==> src/rtl/core/turtle_raster_plotter_defines.svh <==
// Assertion macros shared by the plotter RTL.
// Expects clk_i and rst_ni in the scope where a macro is used.
`ifndef TURTLE_RASTER_PLOTTER_DEFINES_SVH
`define TURTLE_RASTER_PLOTTER_DEFINES_SVH

`ifndef SYNTHESIS
// Check a property on every rising edge outside reset.
`define TRP_ASSERT(label, prop, msg) \
  label: assert property (@(posedge clk_i) disable iff (!rst_ni) (prop)) else $error(msg);
// Check that a condition never holds outside reset.
`define TRP_ASSERT_NEVER(label, cond, msg) \
  label: assert property (@(posedge clk_i) disable iff (!rst_ni) !(cond)) else $error(msg);
`else
`define TRP_ASSERT(label, prop, msg)
`define TRP_ASSERT_NEVER(label, cond, msg)
`endif

`endif

==> src/rtl/core/trp_pkg.sv <==
// Shared types and constants of the turtle raster plotter.
// No dependencies; the interfaces and every RTL module but trp_ram import this package.
`default_nettype none

package trp_pkg;

  // Floor geometry
  localparam int unsigned GRID_ROWS = 32;
  localparam int unsigned GRID_COLS = 64;
  localparam int unsigned ROW_W     = $clog2(GRID_ROWS);
  localparam int unsigned COL_W     = $clog2(GRID_COLS);

  // Fixed field widths
  localparam int unsigned CMD_W     = 3;
  localparam int unsigned DIST_W    = 8;
  localparam int unsigned INDEX_W   = 5;
  localparam int unsigned BITS_W    = 64;

  // Command queue between front and back end
  localparam int unsigned QUEUE_DEPTH = 4;
  localparam int unsigned QPTR_W      = $clog2(QUEUE_DEPTH);
  localparam int unsigned QCNT_W      = $clog2(QUEUE_DEPTH + 1);

  // Host command codes; the unused code acts as end
  typedef enum logic [CMD_W-1:0] {
    CMD_PEN_UP     = 3'd0,
    CMD_PEN_DOWN   = 3'd1,
    CMD_TURN_RIGHT = 3'd2,
    CMD_TURN_LEFT  = 3'd3,
    CMD_MOVE       = 3'd4,
    CMD_DISPLAY    = 3'd5,
    CMD_END        = 3'd6
  } cmd_e;

  // Work items that reach the back end
  typedef enum logic [2:0] {
    OP_PEN_UP,
    OP_PEN_DOWN,
    OP_TURN_RIGHT,
    OP_TURN_LEFT,
    OP_MOVE,
    OP_DISPLAY
  } op_e;

  typedef struct packed {
    op_e               op;
    logic [DIST_W-1:0] len;
  } op_t;

  typedef enum logic [1:0] {
    DIR_NORTH = 2'd0,
    DIR_EAST  = 2'd1,
    DIR_SOUTH = 2'd2,
    DIR_WEST  = 2'd3
  } dir_e;

  typedef enum logic [2:0] {
    ST_IDLE,
    ST_STEP,
    ST_MARK,
    ST_DISP_RD,
    ST_DISP_OUT
  } state_e;

endpackage

`default_nettype wire

==> src/rtl/core/trp_if.sv <==
// Valid/ready channel interfaces of the plotter: commands in, floor rows out.
// Depends on trp_pkg for the field widths.
`default_nettype none

interface trp_cmd_if import trp_pkg::*; ();
  logic              valid;
  logic              ready;
  logic [CMD_W-1:0]  command;
  logic [DIST_W-1:0] distance;

  modport source (output valid, command, distance, input ready);
  modport sink   (input valid, command, distance, output ready);
endinterface

interface trp_row_if import trp_pkg::*; ();
  logic               valid;
  logic               ready;
  logic [INDEX_W-1:0] row_index;
  logic [BITS_W-1:0]  row_bits;
  logic               last_row;

  modport source (output valid, row_index, row_bits, last_row, input ready);
  modport sink   (input valid, row_index, row_bits, last_row, output ready);
endinterface

`default_nettype wire

==> src/rtl/core/trp_ram.sv <==
// Generic single-write, single-read RAM with registered read data.
// No dependencies.
`default_nettype none

module trp_ram #(
  parameter int unsigned WIDTH = 64,
  parameter int unsigned DEPTH = 32,
  parameter int unsigned AW    = (DEPTH > 1) ? $clog2(DEPTH) : 1
) (
  input  wire logic             clk_i,
  input  wire logic             we_i,
  input  wire logic [AW-1:0]    waddr_i,
  input  wire logic [WIDTH-1:0] wdata_i,
  input  wire logic             re_i,
  input  wire logic [AW-1:0]    raddr_i,
  output logic      [WIDTH-1:0] rdata_o
);

  logic [WIDTH-1:0] mem_q [DEPTH];

  // Write port
  always_ff @(posedge clk_i) begin
    if (we_i) begin
      mem_q[waddr_i] <= wdata_i;
    end
  end

  // Read port, data held until the next read
  always_ff @(posedge clk_i) begin
    if (re_i) begin
      rdata_o <= mem_q[raddr_i];
    end
  end

endmodule

`default_nettype wire

==> src/rtl/core/trp_front.sv <==
// Front end: accepts host commands, classifies them and drops no-ops.
// Depends on trp_pkg and trp_cmd_if.
`default_nettype none

module trp_front import trp_pkg::*; (
  input  wire logic clk_i,
  input  wire logic rst_ni,
  trp_cmd_if.sink   cmd_i,
  output op_t       op_o,
  output logic      op_valid_o,
  input  wire logic op_ready_i
);

  logic valid_q, valid_d;
  op_t  op_q, op_d;
  logic keep;
  logic cmd_xfer;

  // Take a command whenever the stage is empty or drains this cycle
  assign cmd_i.ready = !valid_q || op_ready_i;
  assign cmd_xfer    = cmd_i.valid && cmd_i.ready;

  // Classify: end, the unused code and zero-length moves carry no work
  always_comb begin
    keep    = 1'b1;
    op_d    = op_q;
    op_d.len = cmd_i.distance;
    case (cmd_i.command)
      CMD_PEN_UP:     op_d.op = OP_PEN_UP;
      CMD_PEN_DOWN:   op_d.op = OP_PEN_DOWN;
      CMD_TURN_RIGHT: op_d.op = OP_TURN_RIGHT;
      CMD_TURN_LEFT:  op_d.op = OP_TURN_LEFT;
      CMD_MOVE: begin
        op_d.op = OP_MOVE;
        keep    = (cmd_i.distance != '0);
      end
      CMD_DISPLAY:    op_d.op = OP_DISPLAY;
      default:        keep = 1'b0;
    endcase
  end

  // Hold or replace the classified op
  always_comb begin
    valid_d = valid_q;
    if (cmd_xfer) begin
      valid_d = keep;
    end else if (op_ready_i) begin
      valid_d = 1'b0;
    end
  end

  always_ff @(posedge clk_i or negedge rst_ni) begin
    if (!rst_ni) begin
      valid_q <= 1'b0;
    end else begin
      valid_q <= valid_d;
    end
  end

  always_ff @(posedge clk_i) begin
    if (cmd_xfer && keep) begin
      op_q <= op_d;
    end
  end

  assign op_o       = op_q;
  assign op_valid_o = valid_q;

endmodule

`default_nettype wire

==> src/rtl/core/trp_queue.sv <==
// Short FIFO of classified ops between the front and back end.
// Depends on trp_pkg and the assertion macros header.
`default_nettype none
`include "turtle_raster_plotter_defines.svh"

module trp_queue import trp_pkg::*; (
  input  wire logic clk_i,
  input  wire logic rst_ni,
  input  op_t       push_data_i,
  input  wire logic push_i,
  output logic      push_ready_o,
  output op_t       pop_data_o,
  output logic      pop_valid_o,
  input  wire logic pop_i
);

  op_t               mem_q [QUEUE_DEPTH];
  logic [QPTR_W-1:0] wr_ptr_q, wr_ptr_d;
  logic [QPTR_W-1:0] rd_ptr_q, rd_ptr_d;
  logic [QCNT_W-1:0] count_q, count_d;
  logic              do_push, do_pop;

  assign push_ready_o = (count_q != QCNT_W'(QUEUE_DEPTH));
  assign pop_valid_o  = (count_q != '0);
  assign pop_data_o   = mem_q[rd_ptr_q];
  assign do_push      = push_i && push_ready_o;
  assign do_pop       = pop_i && pop_valid_o;

  // Advance pointers and occupancy
  always_comb begin
    wr_ptr_d = wr_ptr_q;
    rd_ptr_d = rd_ptr_q;
    count_d  = count_q;
    if (do_push) begin
      wr_ptr_d = (wr_ptr_q == QPTR_W'(QUEUE_DEPTH - 1)) ? '0 : wr_ptr_q + QPTR_W'(1);
    end
    if (do_pop) begin
      rd_ptr_d = (rd_ptr_q == QPTR_W'(QUEUE_DEPTH - 1)) ? '0 : rd_ptr_q + QPTR_W'(1);
    end
    case ({do_push, do_pop})
      2'b10:   count_d = count_q + QCNT_W'(1);
      2'b01:   count_d = count_q - QCNT_W'(1);
      default: count_d = count_q;
    endcase
  end

  always_ff @(posedge clk_i or negedge rst_ni) begin
    if (!rst_ni) begin
      wr_ptr_q <= '0;
      rd_ptr_q <= '0;
      count_q  <= '0;
    end else begin
      wr_ptr_q <= wr_ptr_d;
      rd_ptr_q <= rd_ptr_d;
      count_q  <= count_d;
    end
  end

  // Store entries
  always_ff @(posedge clk_i) begin
    if (do_push) begin
      mem_q[wr_ptr_q] <= push_data_i;
    end
  end

  `TRP_ASSERT(a_count_bound, count_q <= QCNT_W'(QUEUE_DEPTH), "queue occupancy out of range")
  `TRP_ASSERT(a_ptr_track, (count_q == '0) |-> (wr_ptr_q == rd_ptr_q), "empty queue with split pointers")

endmodule

`default_nettype wire

==> src/rtl/core/trp_exec.sv <==
// Back end: runs pen, turn, move and display ops against the floor RAM.
// Depends on trp_pkg, trp_row_if, trp_ram and the assertion macros header.
`default_nettype none
`include "turtle_raster_plotter_defines.svh"

module trp_exec import trp_pkg::*; (
  input  wire logic  clk_i,
  input  wire logic  rst_ni,
  input  op_t        op_i,
  input  wire logic  op_valid_i,
  output logic       op_ready_o,
  trp_row_if.source  row_o
);

  state_e             state_q, state_d;
  logic [ROW_W-1:0]   row_q, row_d;
  logic [COL_W-1:0]   col_q, col_d;
  dir_e               heading_q, heading_d;
  logic               pen_q, pen_d;
  logic [DIST_W-1:0]  steps_q, steps_d;
  logic [ROW_W-1:0]   mark_row_q, mark_row_d;
  logic [COL_W-1:0]   mark_col_q, mark_col_d;
  logic [ROW_W-1:0]   disp_cnt_q, disp_cnt_d;
  logic [GRID_ROWS-1:0] row_vld_q, row_vld_d;

  logic               out_valid_q, out_valid_d;
  logic [INDEX_W-1:0] out_index_q;
  logic [BITS_W-1:0]  out_bits_q;
  logic               out_last_q;

  logic               op_xfer;
  logic               out_free;
  logic               out_load;
  logic               disp_last;
  logic               in_disp;
  logic               step_ok;
  logic [ROW_W-1:0]   nxt_row;
  logic [COL_W-1:0]   nxt_col;

  logic               ram_we, ram_re;
  logic [ROW_W-1:0]   ram_waddr, ram_raddr;
  logic [BITS_W-1:0]  ram_wdata, ram_rdata;

  assign op_ready_o = (state_q == ST_IDLE);
  assign op_xfer    = op_valid_i && op_ready_o;
  assign out_free   = !out_valid_q || row_o.ready;
  assign disp_last  = (disp_cnt_q == ROW_W'(GRID_ROWS - 1));
  assign out_load   = (state_q == ST_DISP_OUT) && out_free;
  assign in_disp    = (state_q == ST_DISP_RD) || (state_q == ST_DISP_OUT);

  // Work out one step in the current heading; off-grid steps are skipped
  always_comb begin
    step_ok = 1'b0;
    nxt_row = row_q;
    nxt_col = col_q;
    case (heading_q)
      DIR_NORTH: begin
        step_ok = (row_q != '0);
        nxt_row = row_q - ROW_W'(1);
      end
      DIR_EAST: begin
        step_ok = (col_q != COL_W'(GRID_COLS - 1));
        nxt_col = col_q + COL_W'(1);
      end
      DIR_SOUTH: begin
        step_ok = (row_q != ROW_W'(GRID_ROWS - 1));
        nxt_row = row_q + ROW_W'(1);
      end
      default: begin
        step_ok = (col_q != '0);
        nxt_col = col_q - COL_W'(1);
      end
    endcase
  end

  // Next state
  always_comb begin
    state_d = state_q;
    case (state_q)
      ST_IDLE: begin
        if (op_xfer) begin
          case (op_i.op)
            OP_MOVE:    state_d = (op_i.len != '0) ? ST_STEP : ST_IDLE;
            OP_DISPLAY: state_d = ST_DISP_RD;
            default:    state_d = ST_IDLE;
          endcase
        end
      end
      ST_STEP: begin
        if (step_ok && pen_q) begin
          state_d = ST_MARK;
        end else if (steps_q == DIST_W'(1)) begin
          state_d = ST_IDLE;
        end
      end
      ST_MARK:     state_d = (steps_q == '0) ? ST_IDLE : ST_STEP;
      ST_DISP_RD:  state_d = ST_DISP_OUT;
      ST_DISP_OUT: begin
        if (out_free) begin
          state_d = disp_last ? ST_IDLE : ST_DISP_RD;
        end
      end
      default:     state_d = ST_IDLE;
    endcase
  end

  // Datapath and RAM controls per state
  always_comb begin
    row_d      = row_q;
    col_d      = col_q;
    heading_d  = heading_q;
    pen_d      = pen_q;
    steps_d    = steps_q;
    mark_row_d = mark_row_q;
    mark_col_d = mark_col_q;
    disp_cnt_d = disp_cnt_q;
    row_vld_d  = row_vld_q;
    ram_we     = 1'b0;
    ram_waddr  = mark_row_q;
    ram_wdata  = (row_vld_q[mark_row_q] ? ram_rdata : '0) | (BITS_W'(1) << mark_col_q);
    ram_re     = 1'b0;
    ram_raddr  = row_q;
    case (state_q)
      ST_IDLE: begin
        if (op_xfer) begin
          case (op_i.op)
            OP_PEN_UP:     pen_d     = 1'b0;
            OP_PEN_DOWN:   pen_d     = 1'b1;
            OP_TURN_RIGHT: heading_d = dir_e'(heading_q + 2'd1);
            OP_TURN_LEFT:  heading_d = dir_e'(heading_q - 2'd1);
            OP_MOVE:       steps_d   = op_i.len;
            OP_DISPLAY:    disp_cnt_d = '0;
            default:       pen_d     = pen_q;
          endcase
        end
      end
      ST_STEP: begin
        steps_d = steps_q - DIST_W'(1);
        if (step_ok) begin
          row_d = nxt_row;
          col_d = nxt_col;
          if (pen_q) begin
            // Fetch the row of the cell being left
            ram_re     = 1'b1;
            mark_row_d = row_q;
            mark_col_d = col_q;
          end
        end
      end
      ST_MARK: begin
        ram_we                = 1'b1;
        row_vld_d[mark_row_q] = 1'b1;
      end
      ST_DISP_RD: begin
        ram_re    = 1'b1;
        ram_raddr = disp_cnt_q;
      end
      ST_DISP_OUT: begin
        if (out_free && !disp_last) begin
          disp_cnt_d = disp_cnt_q + ROW_W'(1);
        end
      end
      default: begin
        ram_re = 1'b0;
      end
    endcase
  end

  // Output register: load a row, drop it once transferred
  always_comb begin
    out_valid_d = out_valid_q;
    if (out_load) begin
      out_valid_d = 1'b1;
    end else if (row_o.ready) begin
      out_valid_d = 1'b0;
    end
  end

  always_ff @(posedge clk_i or negedge rst_ni) begin
    if (!rst_ni) begin
      state_q     <= ST_IDLE;
      row_q       <= '0;
      col_q       <= '0;
      heading_q   <= DIR_SOUTH;
      pen_q       <= 1'b0;
      steps_q     <= '0;
      disp_cnt_q  <= '0;
      row_vld_q   <= '0;
      out_valid_q <= 1'b0;
    end else begin
      state_q     <= state_d;
      row_q       <= row_d;
      col_q       <= col_d;
      heading_q   <= heading_d;
      pen_q       <= pen_d;
      steps_q     <= steps_d;
      disp_cnt_q  <= disp_cnt_d;
      row_vld_q   <= row_vld_d;
      out_valid_q <= out_valid_d;
    end
  end

  always_ff @(posedge clk_i) begin
    mark_row_q <= mark_row_d;
    mark_col_q <= mark_col_d;
    if (out_load) begin
      out_index_q <= INDEX_W'(disp_cnt_q);
      out_bits_q  <= row_vld_q[disp_cnt_q] ? ram_rdata : '0;
      out_last_q  <= disp_last;
    end
  end

  trp_ram #(
    .WIDTH (BITS_W),
    .DEPTH (GRID_ROWS),
    .AW    (ROW_W)
  ) u_floor (
    .clk_i   (clk_i),
    .we_i    (ram_we),
    .waddr_i (ram_waddr),
    .wdata_i (ram_wdata),
    .re_i    (ram_re),
    .raddr_i (ram_raddr),
    .rdata_o (ram_rdata)
  );

  assign row_o.valid     = out_valid_q;
  assign row_o.row_index = out_index_q;
  assign row_o.row_bits  = out_bits_q;
  assign row_o.last_row  = out_last_q;

  `TRP_ASSERT(a_mark_needs_pen, (state_q == ST_MARK) |-> pen_q, "mark with pen up")
  `TRP_ASSERT(a_disp_read, (state_q == ST_DISP_OUT) |-> $past(in_disp), "row without a read")

endmodule

`default_nettype wire

==> src/rtl/core/turtle_raster_plotter.sv <==
// Top level of the turtle raster plotter: front end, op queue, back end.
// Depends on trp_pkg, trp_if, trp_front, trp_queue and trp_exec.
//
//   channel | dir | payload                         | transfer when
//   cmd_i   | in  | command[2:0], distance[7:0]     | valid && ready
//   row_o   | out | row_index[4:0], row_bits[63:0], | valid && ready
//           |     | last_row                        |
//
// Pen and turn ops finish in the back end's idle state; a move runs a step
// state per step, plus a mark state for a step that marks the floor
// (read-modify-write on the floor RAM); display reads then outputs each of the 32 rows.
// The front stage and queue are registered and absorb up to five
// commands while the back end is busy. Reset clears per-row valid flags, so
// the floor needs no clearing pass. A stalled row output holds the back end.
`default_nettype none

module turtle_raster_plotter import trp_pkg::*; (
  input  wire logic clk_i,
  input  wire logic rst_ni,
  trp_cmd_if.sink   cmd_i,
  trp_row_if.source row_o
);

  op_t  front_op;
  logic front_valid;
  logic queue_ready;
  op_t  queue_op;
  logic queue_valid;
  logic exec_ready;

  trp_front u_front (
    .clk_i      (clk_i),
    .rst_ni     (rst_ni),
    .cmd_i      (cmd_i),
    .op_o       (front_op),
    .op_valid_o (front_valid),
    .op_ready_i (queue_ready)
  );

  trp_queue u_queue (
    .clk_i        (clk_i),
    .rst_ni       (rst_ni),
    .push_data_i  (front_op),
    .push_i       (front_valid),
    .push_ready_o (queue_ready),
    .pop_data_o   (queue_op),
    .pop_valid_o  (queue_valid),
    .pop_i        (exec_ready)
  );

  trp_exec u_exec (
    .clk_i      (clk_i),
    .rst_ni     (rst_ni),
    .op_i       (queue_op),
    .op_valid_i (queue_valid),
    .op_ready_o (exec_ready),
    .row_o      (row_o)
  );

endmodule

`default_nettype wire
==> src/flat_wrapper.sv <==
// flat-port wrapper written by rule: the top's interface ports become plain ports
module turtle_raster_plotter_flat import trp_pkg::*;
  (clk_i, rst_ni, cmd_i_valid, cmd_i_command, cmd_i_distance, cmd_i_ready, row_o_valid, row_o_row_index, row_o_row_bits, row_o_last_row, row_o_ready);
  trp_cmd_if cmd_i_i ();
  trp_row_if row_o_i ();
  input  wire logic clk_i;
  input  wire logic rst_ni;
  input wire logic [$bits(cmd_i_i.valid)-1:0] cmd_i_valid;
  input wire logic [$bits(cmd_i_i.command)-1:0] cmd_i_command;
  input wire logic [$bits(cmd_i_i.distance)-1:0] cmd_i_distance;
  output wire logic [$bits(cmd_i_i.ready)-1:0] cmd_i_ready;
  output wire logic [$bits(row_o_i.valid)-1:0] row_o_valid;
  output wire logic [$bits(row_o_i.row_index)-1:0] row_o_row_index;
  output wire logic [$bits(row_o_i.row_bits)-1:0] row_o_row_bits;
  output wire logic [$bits(row_o_i.last_row)-1:0] row_o_last_row;
  input wire logic [$bits(row_o_i.ready)-1:0] row_o_ready;
  assign cmd_i_i.valid = cmd_i_valid;
  assign cmd_i_i.command = cmd_i_command;
  assign cmd_i_i.distance = cmd_i_distance;
  assign cmd_i_ready = cmd_i_i.ready;
  assign row_o_valid = row_o_i.valid;
  assign row_o_row_index = row_o_i.row_index;
  assign row_o_row_bits = row_o_i.row_bits;
  assign row_o_last_row = row_o_i.last_row;
  assign row_o_i.ready = row_o_ready;
  turtle_raster_plotter u_core (.clk_i(clk_i), .rst_ni(rst_ni), .cmd_i(cmd_i_i), .row_o(row_o_i));
endmodule
==> config.mk <==
export PLATFORM = sky130hd
export DESIGN_NAME = turtle_raster_plotter_flat
export DESIGN_NICKNAME = d
export VERILOG_FILES = /design/src/rtl/core/trp_pkg.sv /design/src/rtl/core/trp_if.sv /design/src/rtl/core/trp_ram.sv /design/src/rtl/core/trp_front.sv /design/src/rtl/core/trp_queue.sv /design/src/rtl/core/trp_exec.sv /design/src/rtl/core/turtle_raster_plotter.sv /design/src/flat_wrapper.sv
export VERILOG_INCLUDE_DIRS = /design/src /design/src/rtl/core
export SDC_FILE = /design/constraint.sdc
export NUM_CORES = 2
export LEC_CHECK = 0
export BUFFER_PORTS_ARGS = -buffer_cell sky130_fd_sc_hd__buf_2
export CAP_MARGIN = 10
export CORE_MARGIN = 3
export CORE_UTILIZATION = 48
export DETAILED_ROUTE_END_ITERATION = 8
export PLACE_DENSITY = 0.74
export SLEW_MARGIN = 20
export SYNTH_ARGS = -nofsm -noshare
export SYNTH_HDL_FRONTEND = slang
export SYNTH_HIERARCHICAL = 1
export SYNTH_SLANG_ARGS = --single-unit
==> constraint.sdc <==
create_clock -name clk_i -period 4.7 [get_ports clk_i]
set_clock_uncertainty 0.15 [all_clocks]
set_input_delay 0.235 -clock clk_i [delete_from_list [all_inputs] [get_ports clk_i]]
set_output_delay 0.235 -clock clk_i [all_outputs]
set_load 0.02 [all_outputs]
## Word level (Yosys, flattened, before mapping)

Memories as Yosys holds them, arrays and structs flattened. A register that Yosys moved wholly into a read port is not among the register bits.
Cells that the tools add are included.

- Add/subtract/negate cells: 12
- Order comparisons: 3
- Eq/ne operators: 31
- Shift-type cells: 1
- Multiplexer cells: 46
- Bitwise gates (word level): 3
- Reductions and logical operators: 43

Operators by type and width:

| operator | number |
|---|---|
| 64-bit two-way mux | 1 |
| 64-bit bitwise OR | 1 |
| 1-bit by 6-bit left shift with 64-bit output, first input constant | 1 |
| 32-bit bitwise OR | 1 |
| 3-bit AND reduction | 7 |
| 5-bit two-way mux | 4 |
| 5-bit one-hot mux with 2 select lines | 2 |
| 3-bit by 2-bit == test with 1-bit output, second input constant | 6 |
| 3-bit one-hot mux with 6 select lines | 1 |
| 1-bit two-way mux | 16 |
| 8-bit two-way mux | 2 |
| 8-bit one-hot mux with 2 select lines | 1 |
| 2-bit nonzero test | 8 |
| 8-bit nonzero test | 2 |
| 3-bit == test, second input constant | 5 |
| 3-bit one-hot mux with 5 select lines | 1 |
| 5-bit by 6-bit < comparator with 1-bit output, second input constant | 2 |
| 3-bit two-way mux | 4 |
| 6-bit one-hot mux with 2 select lines | 1 |
| 6-bit nonzero test | 2 |
| 5-bit by 1-bit adder with 5-bit output, second input constant | 2 |
| 1-bit binary-select mux with 5-bit select | 2 |
| 3-bit by 1-bit == test with 1-bit output, second input constant | 3 |
| 3-bit zero test | 3 |
| other kinds (36) | 61 |

- Flip-flop bits (word level): 163
- Memory bits (writable): 2092
- Bits of input ports: 15
- Output and inout bits: 72
- Word-level logic and storage cells: 161
- Memories kept: 2

Memories:

| memory | depth | width | read ports | clocked after memory_dff | write ports | RTL line | source |
|---|---|---|---|---|---|---|---|
| u_core.u_exec.u_floor.mem_q | 32 | 64 | 1 | 1 | 1 | trp_ram.sv:19 | `logic [WIDTH-1:0] mem_q [DEPTH];` |
| u_core.u_queue.mem_q | 4 | 11 | 1 | 0 | 1 | trp_queue.sv:17 | `op_t mem_q [QUEUE_DEPTH];` |

## Logic depth before layout (Yosys ltp)

An unclocked memory read counts as a cell.

- Word-level depth: 6
- Depth in mapped cells: 12
- Gate-level depth less buffers: 10

## Modules after synthesis

Netlist, hierarchy kept.

Modules (own cells, without submodules):

| module | instances | cells each | area an instance (µm²) | sequential area each (µm²) |
|---|---|---|---|---|
| trp_ram | 1 | 3097 | 79605.1 | 63420.8 |
| trp_exec | 1 | 603 | 7454.6 | 4010.1 |
| trp_queue | 1 | 97 | 2038.2 | 1496.4 |
| trp_front | 1 | 23 | 439.2 | 355.3 |

## Least setup slack after synthesis

Ideal clock, no wire load.

- Kind: register -> register
- From: register u_core.u_exec.state_q[1]
- To: memory u_core.u_exec.u_floor.mem_q[28][0] (enable)
- Library setup time: 0.487 ns
- Data arrival time: 4.329 ns
- Data required time: 4.063 ns
- Path slack: -0.266 ns
- Cell stages (with the launch flop): 7
- Path buffers: 2
- Clock period less this slack: 4.966 ns
- Cell sequence: dfrtp_1 > nor2b_1 > nor2b_1 > clkbuf_1 > or3b_2 > clkbuf_1 > nor2_1

- Longest elaborated chain between the ends: 4

RTL lines:

| what | RTL line | source |
|---|---|---|
| start, declared | trp_exec.sv:15 | `state_e state_q, state_d;` |
| start signal, assigned | trp_exec.sv:191 | `state_q <= state_d;` |
| 3-bit by 2-bit == test with 1-bit output | trp_exec.sv:123 | `case (state_q)` |
| 1-bit two-way mux | trp_exec.sv:123 |  |
| named net u_core.u_exec.ram_we | trp_exec.sv:40 | `logic ram_we, ram_re;` |
| 1-bit two-way mux | trp_ram.sv:23 | `if (we_i) begin` |
| 1-bit two-way mux (implied by the code) | trp_ram.sv:24 | `mem_q[waddr_i] <= wdata_i;` |
| end, declared | trp_ram.sv:19 |  |

The timed path passes the listed nets, and every way through them passes these cells.

## Worst setup path in the final report

- From: register u_core.u_exec.state_q[1]
- To: register u_core.u_exec.u_floor.rdata_o[47] (read register of u_core.u_exec.u_floor.mem_q), data pin

- Longest elaborated chain between the ends: 2
- Elaborated cells between the ends (all ways): 4
- Those cells by class: eq/ne: 2; mux: 2

RTL lines:

| what | RTL line | source |
|---|---|---|
| 3-bit by 2-bit == test with 1-bit output | trp_exec.sv:123 |  |
| 5-bit two-way mux | trp_exec.sv:123 |  |
| named net u_core.u_exec.ram_raddr[0] | trp_exec.sv:41 | `logic [ROW_W-1:0] ram_waddr, ram_raddr;` |
| end, declared | trp_ram.sv:16 | `output logic [WIDTH-1:0] rdata_o` |

The timed path passes the listed nets, and every way through them passes these cells.
A chain may end at the register's enable or synchronous reset.

==> results.json <==
{
  "timing.final.max_slew_violations": 0,
  "crit_slowest_cell": "mux2_8",
  "clkPwrFrac_pct": 27.3,
  "critical_path.max_stage_delay_ps": 670,
  "synth_top_area_share_pct": 75.4,
  "worst_setup_hold_path_clk_slew_ps": 60,
  "placement_rows": 157,
  "synth_ff_type": "edfxtp_1",
  "synth.top_cells.by_area": "edfxtp_1 75%, mux4_2 16%, dfrtp_1 2.0%",
  "worstPathArrival_ps": 4440,
  "grt_setup_unrepaired": "no",
  "layout.cells.most_common_list": "2248 x edfxtp_1, 631 x mux4_2, 221 x clkbuf_16, 124 x buf_4",
  "max-cap-violations": 0,
  "syn-num-nets": 3860,
  "timing_hold_violations_final": 0,
  "grt_start_max_net_pins": 72,
  "path_cells": "nor2b_1 -> nand2_1 -> mux2_8 -> buf_4 -> mux4_2 -> mux4_2 -> mux2_2",
  "boundaryPins": 87,
  "antenna_violating_nets_post_route": 0,
  "power.share.switching_pct": 29.6,
  "numPlacedInstances": 6365,
  "drt_first_iter_violations": 6152,
  "synth_seq_area_share_pct": 77.4,
  "detail_route.first_pass.iterations": 5,
  "tritoncts.num_buffers": 221,
  "vdd.ir_drop.worst_v": 0.000528,
  "die_area_sq_um": 192000,
  "hpwl_after_detailed_placement_um": 113000,
  "power_per_cell_area_nw_per_um2": 621,
  "die_w_um": 438,
  "setup_viol_count_final": 0,
  "antenna_found_initial": 4,
  "timing.critical_path.from_type": "flip-flop",
  "timing_worst_setup_path_type": "reg -> reg",
  "design.final.nets": 4188,
  "clock-root-buffer": "clkbuf_16",
  "wl_um": 229000,
  "number_of_enable_type_register_cells_in_the_synthesized_netlist": 2248,
  "layout_cell_share_with_drive_strength_beyond_1_pct": 32.1,
  "outcome": "finished, final reports clean",
  "worst_path_dominant_cell_family": "multiplexers",
  "global_route.overflow_total": 0,
  "grt_pass1_wl_um": 326000,
  "totalPowerFinal_mw": 63.7,
  "slew-limit-headroom_pct": 19.1,
  "synth_cell_type_count": 74,
  "power_frac_comb_pct": 30.1,
  "gp_congestion": 0.764,
  "synthesis.area_per_instance_sq_um": 23.4,
  "layout_commonest_cell": "edfxtp_1",
  "grt_pass1_vias": 43995,
  "cts_sinks": 2319,
  "drt-vias-per-instance": 6.41,
  "tritoncts": "built",
  "synthesis.instances": 3820,
  "holdCritPathClass": "in -> async",
  "final-instance-count-excl-fill": 6808,
  "footprint_of_the_flip_flops_and_latches_sq_um": 69300,
  "total_area_of_multi_input_combinational_cells_sq_um": 20100,
  "drc_errors": 0,
  "nFillCells": 13115,
  "leakage_nw": 32.7,
  "routed.top_layer": "met4",
  "synth.yosys.warnings": 6,
  "postCtsHoldBufs": 24,
  "synth.ff_latch_count": 2319,
  "path_buf_inv": 1,
  "timing.critical_path.to_type": "flip-flop",
  "numPortBuffers": 86,
  "detail_route.wl_per_cell_um": 33.6,
  "placeableCoreArea_sq_um": 184000,
  "power_switching_mw": 18.9,
  "synth_top_cell_by_area": "edfxtp_1",
  "die-height_um": 438,
  "met1Wirelength_um": 81900,
  "met3WireLength_um": 24400,
  "cts_post_setup_buffers_inserted": 0,
  "postCtsResizedCells": 0,
  "internal_power_contribution_mw": 44.8,
  "critical_path.most_common_cell": "mux4_2",
  "clockBufferDepth": 3,
  "total_vias_in_the_final_route": 43639,
  "met2_length_um": 113000,
  "syn-cell-area_sq_um": 89500,
  "final.hold.worst_slack_ps": 1.81,
  "fmax_mhz": 250,
  "cts-htree-levels": 4,
  "finalWorstPathRequiredPeriod_ps": 4000,
  "area_growth_pct": 14.5,
  "final.period_utilization_pct": 85.1,
  "starting_utilization_of_the_core_area_pct": 48.6,
  "grt_use_total_pct": 23.8,
  "worst-path-max-fanout": 31,
  "worstSkewPairLatency_ps": 860,
  "p_seq_share_pct": 42.6,
  "worst_pin_slew_ps": 1210,
  "async_flop_share_pct": 3.06,
  "worst-endpoint-required_ps": 5140
}
## cell families after synthesis
logic type      share of synthesized area [%]
flops                                    77.4
buf+inv                                  1.14
compound gates                           1.75
simple gates                             1.72
mux                                      17.5
fa+ha+maj                               0.375
xor+xnor                                0.147
## through the flow
| stage | area, sq um | setup TNS, ps | util, % | worst slack [ps] |
|---|---|---|---|---|
| after global placement | 94800 | 0 | 51.4 | 699 |
| after floorplan | 89500 | -133790 | - | -266 |
| after detailed placement | 94800 | 0 | 51.4 | 680 |
| final | 103000 | 0 | 55.6 | 699 |
| after global routing | 103000 | 0 | 55.6 | 475 |
| after CTS | 102000 | 0 | 55.4 | 643 |
## flip-flops by register name, summed over array words and instances (netlist names), 2 cells and up
signal and count:
u_core/u_exec/u_floor/mem_q 2048, u_core/u_exec/row_o.row_bits 64, u_core/u_exec/u_floor/rdata_o 64, u_core/u_queue/mem_q 44
u_core/u_exec/row_vld_q 32, u_core/u_front/op_o 11, u_core/u_exec/steps_q 8, u_core/u_exec/col_q 6
u_core/u_exec/mark_col_q 6, u_core/u_exec/disp_cnt_q 5, u_core/u_exec/mark_row_q 5, u_core/u_exec/row_o.row_index 5
u_core/u_exec/row_q 5, u_core/u_exec/state_q 3, u_core/u_queue/count_q 3, u_core/u_exec/heading_q 2
u_core/u_queue/rd_ptr_q 2, u_core/u_queue/wr_ptr_q 2
## tightest hold or removal path: stages
cell and delay [ps]:
dlygate4sd3_1 520, buf_2 100, buf_4 700
## layout make-up
| type | instances | share of cell area [%] |
|---|---|---|
| Antenna cell | 2 | 0.00488 |
| Clock buffer | 269 | 5.60 |
| Clock inverter | 148 | 1.35 |
| Inverter | 23 | 0.0842 |
| Multi-Input combinational cell | 1288 | 19.6 |
| Sequential cell | 2319 | 67.6 |
| Tap cell | 2464 | 3.01 |
| Timing Repair Buffer | 295 | 2.75 |
## cell usage after synthesis (16+ instances only)
library cell,number
buf_1,25
ha_1,22
mux4_2,631
o21ai_0,23
clkbuf_1,67
buf_4,16
nor2b_1,87
o2bb2ai_1,67
buf_2,73
nor2_1,69
edfxtp_1,2248
dfrtp_1,70
nand2_1,31
a21o_1,25
mux2i_1,40
mux2_2,89
inv_1,22
## power groups by stage
| stage | logic, mW | registers (mW) | clock network, mW |
|---|---|---|---|
| floorplan | 13.6 | 27.0 | 0 |
| global placement | 18.4 | 27.5 | 0 |
| detailed placement | 18.9 | 27.5 | 0 |
| CTS | 19.1 | 27.1 | 17.6 |
| global route | 20.4 | 27.2 | 18.4 |
| finish | 19.2 | 27.1 | 17.4 |
## per-layer routing
| layer | global-route usage [%] | vias to the layer above |
|---|---|---|
| met1 | 32.6 | 23283 |
| met4 | 8.97 | 0 |
| li1 | - | 16939 |
| met3 | 4.65 | 482 |
| met5 | 0 | - |
| met2 | 38.4 | 2935 |
## path summary, 6_finish.rpt
kind | start | end | slack (ps) | cells past startpoint
max | u_core/u_exec/state_q[1] | u_core/u_exec/u_floor/rdata_o[47] | 700 | 7
min | rst_ni | u_core/u_exec/row_vld_q[5] | 2 | 3
max reg2reg | u_core/u_exec/state_q[1] | u_core/u_exec/u_floor/rdata_o[47] | 700 | 7
min reg2reg | u_core/u_exec/row_vld_q[6] | u_core/u_exec/row_vld_q[6] | 320 | 1
max in group asynchronous | rst_ni | u_core/u_exec/row_q[1] | 3760 | 3
min in group clk_i | cmd_i_command[1] | u_core/u_front/op_o[9] | 160 | 3
Note: power is estimated with default switching activity, not from simulation.
